--- src/design/dtid_pkg.sv ---
// Package for the detection table: widths, opcodes, status codes and shared types.
// No dependencies.
package dtid_pkg;

    localparam int TABLE_DEPTH = 64;
    localparam int COORD_BITS  = 16;
    localparam int IDX_BITS    = $clog2(TABLE_DEPTH);
    localparam int CNT_BITS    = IDX_BITS + 1;
    localparam int AREA_BITS   = 2 * COORD_BITS;
    localparam int PROD_BITS   = AREA_BITS + 12;
    localparam int BOX_BITS    = 4 * COORD_BITS;
    localparam int ENTRY_BITS  = 8 + BOX_BITS + 16;

    localparam logic [1:0] OP_INSERT = 2'd0;
    localparam logic [1:0] OP_TICK   = 2'd1;
    localparam logic [1:0] OP_QUERY  = 2'd2;

    localparam logic [2:0] ST_NEW       = 3'd0;
    localparam logic [2:0] ST_REPLACED  = 3'd1;
    localparam logic [2:0] ST_FULL      = 3'd2;
    localparam logic [2:0] ST_NOT_FOUND = 3'd3;
    localparam logic [2:0] ST_OK        = 3'd4;

    localparam logic [10:0] IOU_RESET = 11'd768;
    localparam logic [11:0] AGE_RESET = 12'd5;

    localparam logic [0:0] CFG_IOU = 1'd0;
    localparam logic [0:0] CFG_AGE = 1'd1;

    typedef struct packed {
        logic [1:0]  opcode;
        logic [7:0]  class_id;
        logic [15:0] box_left;
        logic [15:0] box_top;
        logic [15:0] box_right;
        logic [15:0] box_bottom;
    } req_t;

    typedef struct packed {
        logic [2:0]  status;
        logic [7:0]  out_class;
        logic [15:0] out_left;
        logic [15:0] out_top;
        logic [15:0] out_right;
        logic [15:0] out_bottom;
        logic [6:0]  removed_count;
        logic        last;
    } rsp_t;

    // controller to datapath
    typedef struct packed {
        logic                load_req;
        logic                rd_en;
        logic [IDX_BITS-1:0] rd_addr;
        logic                cmp_en;
        logic                wr_en;
        logic [IDX_BITS-1:0] wr_addr;
        logic                set_valid;
        logic                clr_valid;
        logic                tick_now;
        logic                clr_count;
        logic                inc_count;
    } dp_cmd_t;

    // datapath to controller
    typedef struct packed {
        logic          slot_valid;
        logic          class_hit;
        logic          iou_hit;
        logic          expired;
        logic          has_free;
        logic [IDX_BITS-1:0] free_slot;
        logic [1:0]    opcode;
    } dp_stat_t;

endpackage

--- src/design/dtid_ctrl.sv ---
// Controller: sequences the slot scan for insert, tick and query and drives the result.
// Depends on dtid_pkg.
module dtid_ctrl (
    input  logic               clk,
    input  logic               rst_n,
    input  logic               in_valid,
    output logic               in_ready,
    output logic               out_valid,
    input  logic               out_ready,
    output dtid_pkg::rsp_t     out_data,
    output dtid_pkg::dp_cmd_t  cmd,
    input  dtid_pkg::dp_stat_t stat,
    input  logic [dtid_pkg::BOX_BITS-1:0] ent_box,
    input  logic [7:0]         req_class,
    input  logic [6:0]         count
);
    localparam int IB = dtid_pkg::IDX_BITS;
    localparam int CB = dtid_pkg::COORD_BITS;
    localparam int PIPE = 5;

    localparam logic [2:0] S_IDLE  = 3'd0;
    localparam logic [2:0] S_DISP  = 3'd1;
    localparam logic [2:0] S_INS   = 3'd2;
    localparam logic [2:0] S_TICK  = 3'd3;
    localparam logic [2:0] S_QRY   = 3'd4;
    localparam logic [2:0] S_OUT   = 3'd5;
    localparam logic [2:0] S_WAIT  = 3'd6;

    logic [2:0]    state_reg, state_next;
    logic [IB:0]   idx_reg, idx_next;   // slot being read
    logic [IB:0]   chk_reg, chk_next;   // slot being decided
    logic [2:0]    wait_reg, wait_next;
    logic          out_valid_reg, out_valid_next;
    dtid_pkg::rsp_t out_reg, out_next;
    logic          pend_reg, pend_next; // a query hit waits to go out
    dtid_pkg::rsp_t pend_data_reg, pend_data_next;

    assign in_ready  = state_reg == S_IDLE && !out_valid_reg;
    assign out_valid = out_valid_reg;
    assign out_data  = out_reg;

    always_comb
    begin
        state_next     = state_reg;
        idx_next       = idx_reg;
        chk_next       = chk_reg;
        wait_next      = wait_reg;
        out_valid_next = out_valid_reg;
        out_next       = out_reg;
        pend_next      = pend_reg;
        pend_data_next = pend_data_reg;
        cmd            = '0;
        if (out_valid_reg && out_ready)
        begin
            out_valid_next = 1'b0;
        end
        unique case (state_reg)
            S_IDLE:
            begin
                if (in_valid && in_ready)
                begin
                    cmd.load_req  = 1'b1;
                    cmd.clr_count = 1'b1;
                    idx_next      = '0;
                    state_next    = S_DISP;
                end
            end
            S_DISP:
            begin
                idx_next  = '0;
                chk_next  = '0;
                wait_next = '0;
                pend_next = 1'b0;
                priority case (stat.opcode)
                    dtid_pkg::OP_INSERT: state_next = S_INS;
                    dtid_pkg::OP_TICK:
                    begin
                        cmd.tick_now = 1'b1;
                        state_next   = S_TICK;
                    end
                    dtid_pkg::OP_QUERY: state_next = S_QRY;
                    default:            state_next = S_IDLE;
                endcase
            end
            S_INS:
            begin
                // one slot in flight at a time through the IoU stages
                if (wait_reg == 3'd0)
                begin
                    cmd.rd_en   = 1'b1;
                    cmd.rd_addr = chk_reg[IB-1:0];
                    wait_next   = 3'd1;
                end
                else if (wait_reg != 3'(PIPE))
                begin
                    wait_next = wait_reg + 3'd1;
                end
                else
                begin
                    wait_next = '0;
                    if (stat.slot_valid && stat.class_hit && stat.iou_hit)
                    begin
                        cmd.wr_en        = 1'b1;
                        cmd.wr_addr      = chk_reg[IB-1:0];
                        out_next         = '0;
                        out_next.status  = dtid_pkg::ST_REPLACED;
                        out_next.last    = 1'b1;
                        state_next       = S_OUT;
                    end
                    else if (chk_reg == (IB+1)'(dtid_pkg::TABLE_DEPTH - 1))
                    begin
                        out_next      = '0;
                        out_next.last = 1'b1;
                        if (stat.has_free)
                        begin
                            cmd.wr_en       = 1'b1;
                            cmd.wr_addr     = stat.free_slot;
                            cmd.set_valid   = 1'b1;
                            out_next.status = dtid_pkg::ST_NEW;
                        end
                        else
                        begin
                            out_next.status = dtid_pkg::ST_FULL;
                        end
                        state_next = S_OUT;
                    end
                    else
                    begin
                        chk_next = chk_reg + 1'b1;
                    end
                end
            end
            S_TICK:
            begin
                // read slot idx, decide slot chk in the following cycle
                if (idx_reg != (IB+1)'(dtid_pkg::TABLE_DEPTH))
                begin
                    cmd.rd_en   = 1'b1;
                    cmd.rd_addr = idx_reg[IB-1:0];
                    idx_next    = idx_reg + 1'b1;
                end
                if (idx_reg != '0)
                begin
                    if (stat.slot_valid && stat.expired)
                    begin
                        cmd.clr_valid = 1'b1;
                        cmd.wr_addr   = chk_reg[IB-1:0];
                        cmd.inc_count = 1'b1;
                    end
                    chk_next = chk_reg + 1'b1;
                    if (chk_reg == (IB+1)'(dtid_pkg::TABLE_DEPTH - 1))
                    begin
                        state_next = S_WAIT;
                    end
                end
            end
            S_WAIT:
            begin
                out_next               = '0;
                out_next.status        = dtid_pkg::ST_OK;
                out_next.removed_count = count;
                out_next.last          = 1'b1;
                state_next             = S_OUT;
            end
            S_QRY:
            begin
                // hold a found slot until the next one or the end decides last
                if (!out_valid_next)
                begin
                    if (wait_reg == 3'd0)
                    begin
                        if (chk_reg == (IB+1)'(dtid_pkg::TABLE_DEPTH))
                        begin
                            out_next = pend_reg ? pend_data_reg : '0;
                            if (!pend_reg)
                            begin
                                out_next.status = dtid_pkg::ST_NOT_FOUND;
                            end
                            out_next.last = 1'b1;
                            state_next    = S_OUT;
                        end
                        else
                        begin
                            cmd.rd_en   = 1'b1;
                            cmd.rd_addr = chk_reg[IB-1:0];
                            wait_next   = 3'd1;
                        end
                    end
                    else
                    begin
                        wait_next = '0;
                        chk_next  = chk_reg + 1'b1;
                        if (stat.slot_valid && stat.class_hit)
                        begin
                            if (pend_reg)
                            begin
                                out_next       = pend_data_reg;
                                out_valid_next = 1'b1;
                            end
                            pend_next                 = 1'b1;
                            pend_data_next            = '0;
                            pend_data_next.status     = dtid_pkg::ST_OK;
                            pend_data_next.out_class  = req_class;
                            pend_data_next.out_left   = 16'(ent_box[0*CB +: CB]);
                            pend_data_next.out_top    = 16'(ent_box[1*CB +: CB]);
                            pend_data_next.out_right  = 16'(ent_box[2*CB +: CB]);
                            pend_data_next.out_bottom = 16'(ent_box[3*CB +: CB]);
                        end
                    end
                end
            end
            S_OUT:
            begin
                out_valid_next = 1'b1;
                state_next     = S_IDLE;
            end
            default:
            begin
                state_next = S_IDLE;
            end
        endcase
    end

    always_ff @(posedge clk or negedge rst_n)
    begin
        if (!rst_n)
        begin
            state_reg     <= S_IDLE;
            idx_reg       <= '0;
            chk_reg       <= '0;
            wait_reg      <= '0;
            out_valid_reg <= 1'b0;
            pend_reg      <= 1'b0;
        end
        else
        begin
            state_reg     <= state_next;
            idx_reg       <= idx_next;
            chk_reg       <= chk_next;
            wait_reg      <= wait_next;
            out_valid_reg <= out_valid_next;
            pend_reg      <= pend_next;
        end
    end

    always_ff @(posedge clk)
    begin
        out_reg       <= out_next;
        pend_data_reg <= pend_data_next;
    end
endmodule

--- config.mk ---
export PLATFORM = sky130hd
export DESIGN_NAME = dtid_ctrl
export DESIGN_NICKNAME = d
export VERILOG_FILES = /design/src/design/dtid_pkg.sv /design/src/design/dtid_ctrl.sv
export SDC_FILE = /design/constraint.sdc
export NUM_CORES = 1
export LEC_CHECK = 0
export BUFFER_PORTS_ARGS = -buffer_cell sky130_fd_sc_hd__buf_2
export CAP_MARGIN = 5
export CORE_AREA = 2 2 127 129
export CTS_CLUSTER_DIAMETER = 80
export CTS_CLUSTER_SIZE = 12
export DETAILED_ROUTE_END_ITERATION = 7
export DIE_AREA = 0 0 129 131
export PLACE_DENSITY = 0.8
export SETUP_SLACK_MARGIN = 0.2
export SLEW_MARGIN = 40
export SYNTH_ARGS = -nofsm -noshare
export SYNTH_HDL_FRONTEND = slang
export SYNTH_SLANG_ARGS = --single-unit
--- constraint.sdc ---
create_clock -name clk -period 13.3 [get_ports clk]
set_input_delay 1.33 -clock clk [delete_from_list [all_inputs] [get_ports clk]]
set_output_delay 1.33 -clock clk [all_outputs]
set_load 0.01 [all_outputs]
==> impl_metrics.ini <==
[cells_and_area]
instances_no_fill = 883
seqCellArea_mm2 = 0.005205
nets = 753
number_of_flip_flops_under_the_largest_register_name = 83
post_route_cells_drive_above_1_share_pct = 37.39
fillerInstances = 1258
design_area_mm2 = 0.008703
flow.area_growth_from_synthesis_pct = 26.31
layout.core_utilization_pct = 55.80
multiInputGateArea_mm2 = 0.001572

[sta]
relSlewSlack_pct = 46.74
grt_setup_unrepaired = false
clock-skew-final_ns = 0.01281
layout_min_cycle_time_ns = 4.153
final.period_utilization_pct = 31.23
setup-violations-final = 0
report.final.slew_viol_count = 0
setup-tns-final_ns = 0
worst_pin_slew_ns = 0.7989
max_clock_freq_mhz = 240.8
holdWs_ns = 0.5151
worst_slack_ns = 9.147
final-hold-violation-count = 0

[critical_path]
critical_path.startpoint = state_reg[1]$_DFFE_PN0P_
critical_path.startpoint_type = flop
data_arrival_time_at_the_worst_slack_endpoint_ns = 2.82
worstSetupPathType = flop to output pin
critical_path.endpoint = cmd[7]
r2r_depth = 4
crit-reg2reg-launch = state_reg[2]$_DFFE_PN0P_
slack_of_the_worst_reg_to_reg_path_ns = 10.32
crit_fanout = 26
worst-endpoint-required_ns = 11.97
regToRegEndpoint = pend_data_reg[31]$_DFFE_PP_
worst_setup_path_end_kind = output pin

[yosys]
post_synth_num_cell_types = 49
area_fraction_of_the_dominant_cell_type_after_synthesis_pct = 67.55
ys_seq_area_share_pct = 75.54
syn_area_mm2 = 0.006890
netlist.top_cell.by_area = sky130_fd_sc_hd__edfxtp_1
syn-mean-instance-area_um2 = 15.31
synthesis.instances = 450
synth_ff_type = sky130_fd_sc_hd__edfxtp_1
synthArstFlopShare_pct = 12.43
count_of_flip_flops_with_a_built_in_enable_after_synthesis = 155
synth_seq_cells = 177
number_of_warnings_issued_by_yosys = 0
synth_fp_nets = 550
synth_area_leaders = sky130_fd_sc_hd__edfxtp_1 68%, sky130_fd_sc_hd__dfrtp_1 8.0%, sky130_fd_sc_hd__and2_1 6.6%

[floorplan]
design.portCount = 202
die_width_um = 129
starting_density_of_the_core_pct = 44.18
floorplan.core_area_mm2 = 0.01560
row_count = 46
die-area_mm2 = 0.01690
dieHeight_um = 131

[power_and_ir_drop]
power.switching_mw = 0.4548
p_leak_nw = 3.314
power_per_cell_area_mw_per_mm2 = 171.0
internal-power_mw = 1.033
power.share.sequential_pct = 48.6
swShare_pct = 30.56
combPwrFrac_pct = 19.7
irDropWorstVdd_mv = 0.1014
power.clock.fraction_pct = 31.7
design_power_total_mw = 1.488

[clock_network]
cts_tree = done
clkTransAtPathRegs_ns = 0.07
clk_path_buf_depth = 2
cts_root_buffer = sky130_fd_sc_hd__clkbuf_16
tritoncts_num_sinks = 177
post_cts_hold_buffer_count = 0
postCtsResizedCells = 0
h_tree_depth_reported_by_cts = 4
post-cts-setup-buffers = 0
clkLatencyLatePin_ns = 0.42
cts_inserted_buffers = 17

[grt]
first_global_vias = 4399
grt_overflow = 0
grt_pass1_wl_um = 22830
pin_count_of_the_biggest_net_entering_global_routing = 74
grtUsageTotal_pct = 17.92
antenna_found_initial = 0

[route]
detail_route.vias_per_cell = 5.029
drcViolationCount = 0
drt-total-wl_um = 15190
antenna_violating_nets_post_route = 0
drtIter0Drc = 332
drt_pass1_iterations = 4
wl_per_cell_um = 17.20
detailroute.via_count = 4441

[placement]
hpwl_um = 10930
port-buffer-count = 200
place_ws_ns = 9.529
post_dp_cell_area_mm2 = 0.008127
gp_congestion = 0.9356
placed_cells = 850

[min_path]
min_path_type = flop to flop

[outcome]
status = finished clean

[run]
max-cap-violations = 0
[cells in the final DEF, fill, tap and decap left out, types with 4 or more instances in the layout]
cell,Yosys,layout
sky130_fd_sc_hd__buf_2,3,200
sky130_fd_sc_hd__edfxtp_1,155,155
sky130_fd_sc_hd__and2_1,73,73
sky130_fd_sc_hd__dfrtp_1,22,22
sky130_fd_sc_hd__nor2_1,20,19
sky130_fd_sc_hd__nand2_1,17,17
sky130_fd_sc_hd__clkbuf_16,0,17
sky130_fd_sc_hd__o21ai_0,14,14
sky130_fd_sc_hd__a21oi_1,12,12
sky130_fd_sc_hd__a22o_1,12,12
sky130_fd_sc_hd__inv_1,11,11
sky130_fd_sc_hd__nand3_1,9,9
sky130_fd_sc_hd__and3_1,9,9
sky130_fd_sc_hd__nor3_1,6,6
sky130_fd_sc_hd__o21ai_1,5,5
sky130_fd_sc_hd__inv_8,0,5
sky130_fd_sc_hd__or3_1,4,4
sky130_fd_sc_hd__o32ai_1,4,4
sky130_fd_sc_hd__o21bai_1,4,4
sky130_fd_sc_hd__nand2b_1,4,4
sky130_fd_sc_hd__ha_1,4,4
sky130_fd_sc_hd__clkinv_4,0,4
[cells in the mapped netlist, types with 3 or more instances]
cell type	instances
sky130_fd_sc_hd__nor2b_1	3
sky130_fd_sc_hd__o32ai_1	4
sky130_fd_sc_hd__nand3_1	9
sky130_fd_sc_hd__o21ai_1	5
sky130_fd_sc_hd__ha_1	4
sky130_fd_sc_hd__nand2_1	17
sky130_fd_sc_hd__clkbuf_1	13
sky130_fd_sc_hd__o21bai_1	4
sky130_fd_sc_hd__or3_1	4
sky130_fd_sc_hd__o31ai_1	3
sky130_fd_sc_hd__nor3_2	3
sky130_fd_sc_hd__a22o_1	12
sky130_fd_sc_hd__and3_1	9
sky130_fd_sc_hd__a31oi_1	3
sky130_fd_sc_hd__buf_2	3
sky130_fd_sc_hd__buf_4	4
sky130_fd_sc_hd__edfxtp_1	155
sky130_fd_sc_hd__inv_1	11
sky130_fd_sc_hd__and2_1	73
sky130_fd_sc_hd__nand2b_1	4
sky130_fd_sc_hd__nor2_1	20
sky130_fd_sc_hd__nor3_1	6
sky130_fd_sc_hd__a21oi_1	12
sky130_fd_sc_hd__nor4_1	4
sky130_fd_sc_hd__dfrtp_1	22
sky130_fd_sc_hd__o21ai_0	14
[per-layer routing]
metal	part of all wire, %	GRT usage, %	vias up
met5	0	0	-
li1	-	-	2076
met2	53	31.15	180
met1	40	21.74	2159
met3	5.4	3.542	26
met4	2.0	8.248	0
[worst max-delay path, cell delays in order (launching register included)]
cell and delay, ns:
sky130_fd_sc_hd__dfrtp_1 0.86, sky130_fd_sc_hd__and3b_1 0.51, sky130_fd_sc_hd__nand3_1 0.14, sky130_fd_sc_hd__a21oi_1 0.22
sky130_fd_sc_hd__o21bai_1 0.31, sky130_fd_sc_hd__a22o_1 0.23, sky130_fd_sc_hd__buf_2 0.12
[cells by family after synthesis]
family	after synthesis	share of synthesized area (%)
other	1	0.05442
buffers and inverters	31	1.961
multiplexers	3	0.4903
AND/OR/NAND/NOR	164	13.93
adder cells (fa/ha/maj)	4	0.7264
XOR/XNOR	1	0.1271
flip-flops	177	75.54
AO/OA/AOI/OAI	69	7.173
[power groups by stage]
stage | sequential, mW | combinational [mW] | clock (mW)
6_report | 0.723 | 0.294 | 0.472
3_3_place_gp | 0.730 | 0.285 | 0
2_1_floorplan | 0.742 | 0.178 | 0
5_1_grt | 0.731 | 0.324 | 0.504
4_1_cts | 0.722 | 0.295 | 0.483
3_5_place_dp | 0.734 | 0.294 | 0
[worst min path at each step]
stage	startpoint	to	slack (ns)	depth (start not counted)
floorplan	pend_data_reg[10]$_DFFE_PP_	out_data[10]$_DFFE_PP_	0.50	1
global placement	pend_data_reg[60]$_DFFE_PP_	out_data[60]$_DFFE_PP_	0.50	1
detailed placement	pend_data_reg[65]$_DFFE_PP_	out_data[65]$_DFFE_PP_	0.50	1
CTS	pend_data_reg[65]$_DFFE_PP_	out_data[65]$_DFFE_PP_	0.52	1
global route	pend_data_reg[11]$_DFFE_PP_	out_data[11]$_DFFE_PP_	0.54	1
finish	pend_data_reg[39]$_DFFE_PP_	out_data[39]$_DFFE_PP_	0.52	1
[area by class of cell]
type / count / area share [%]
flip-flops and latches: 177 / 59.80
multi-input cells: 242 / 18.06
repair buffers: 204 / 11.93
clock buffers: 18 / 4.931
well taps: 216 / 3.105
clock inverters: 14 / 1.668
inverters: 11 / 0.4744
diodes: 1 / 0.02875
No activity file was read; power rests on OpenSTA's default activity.
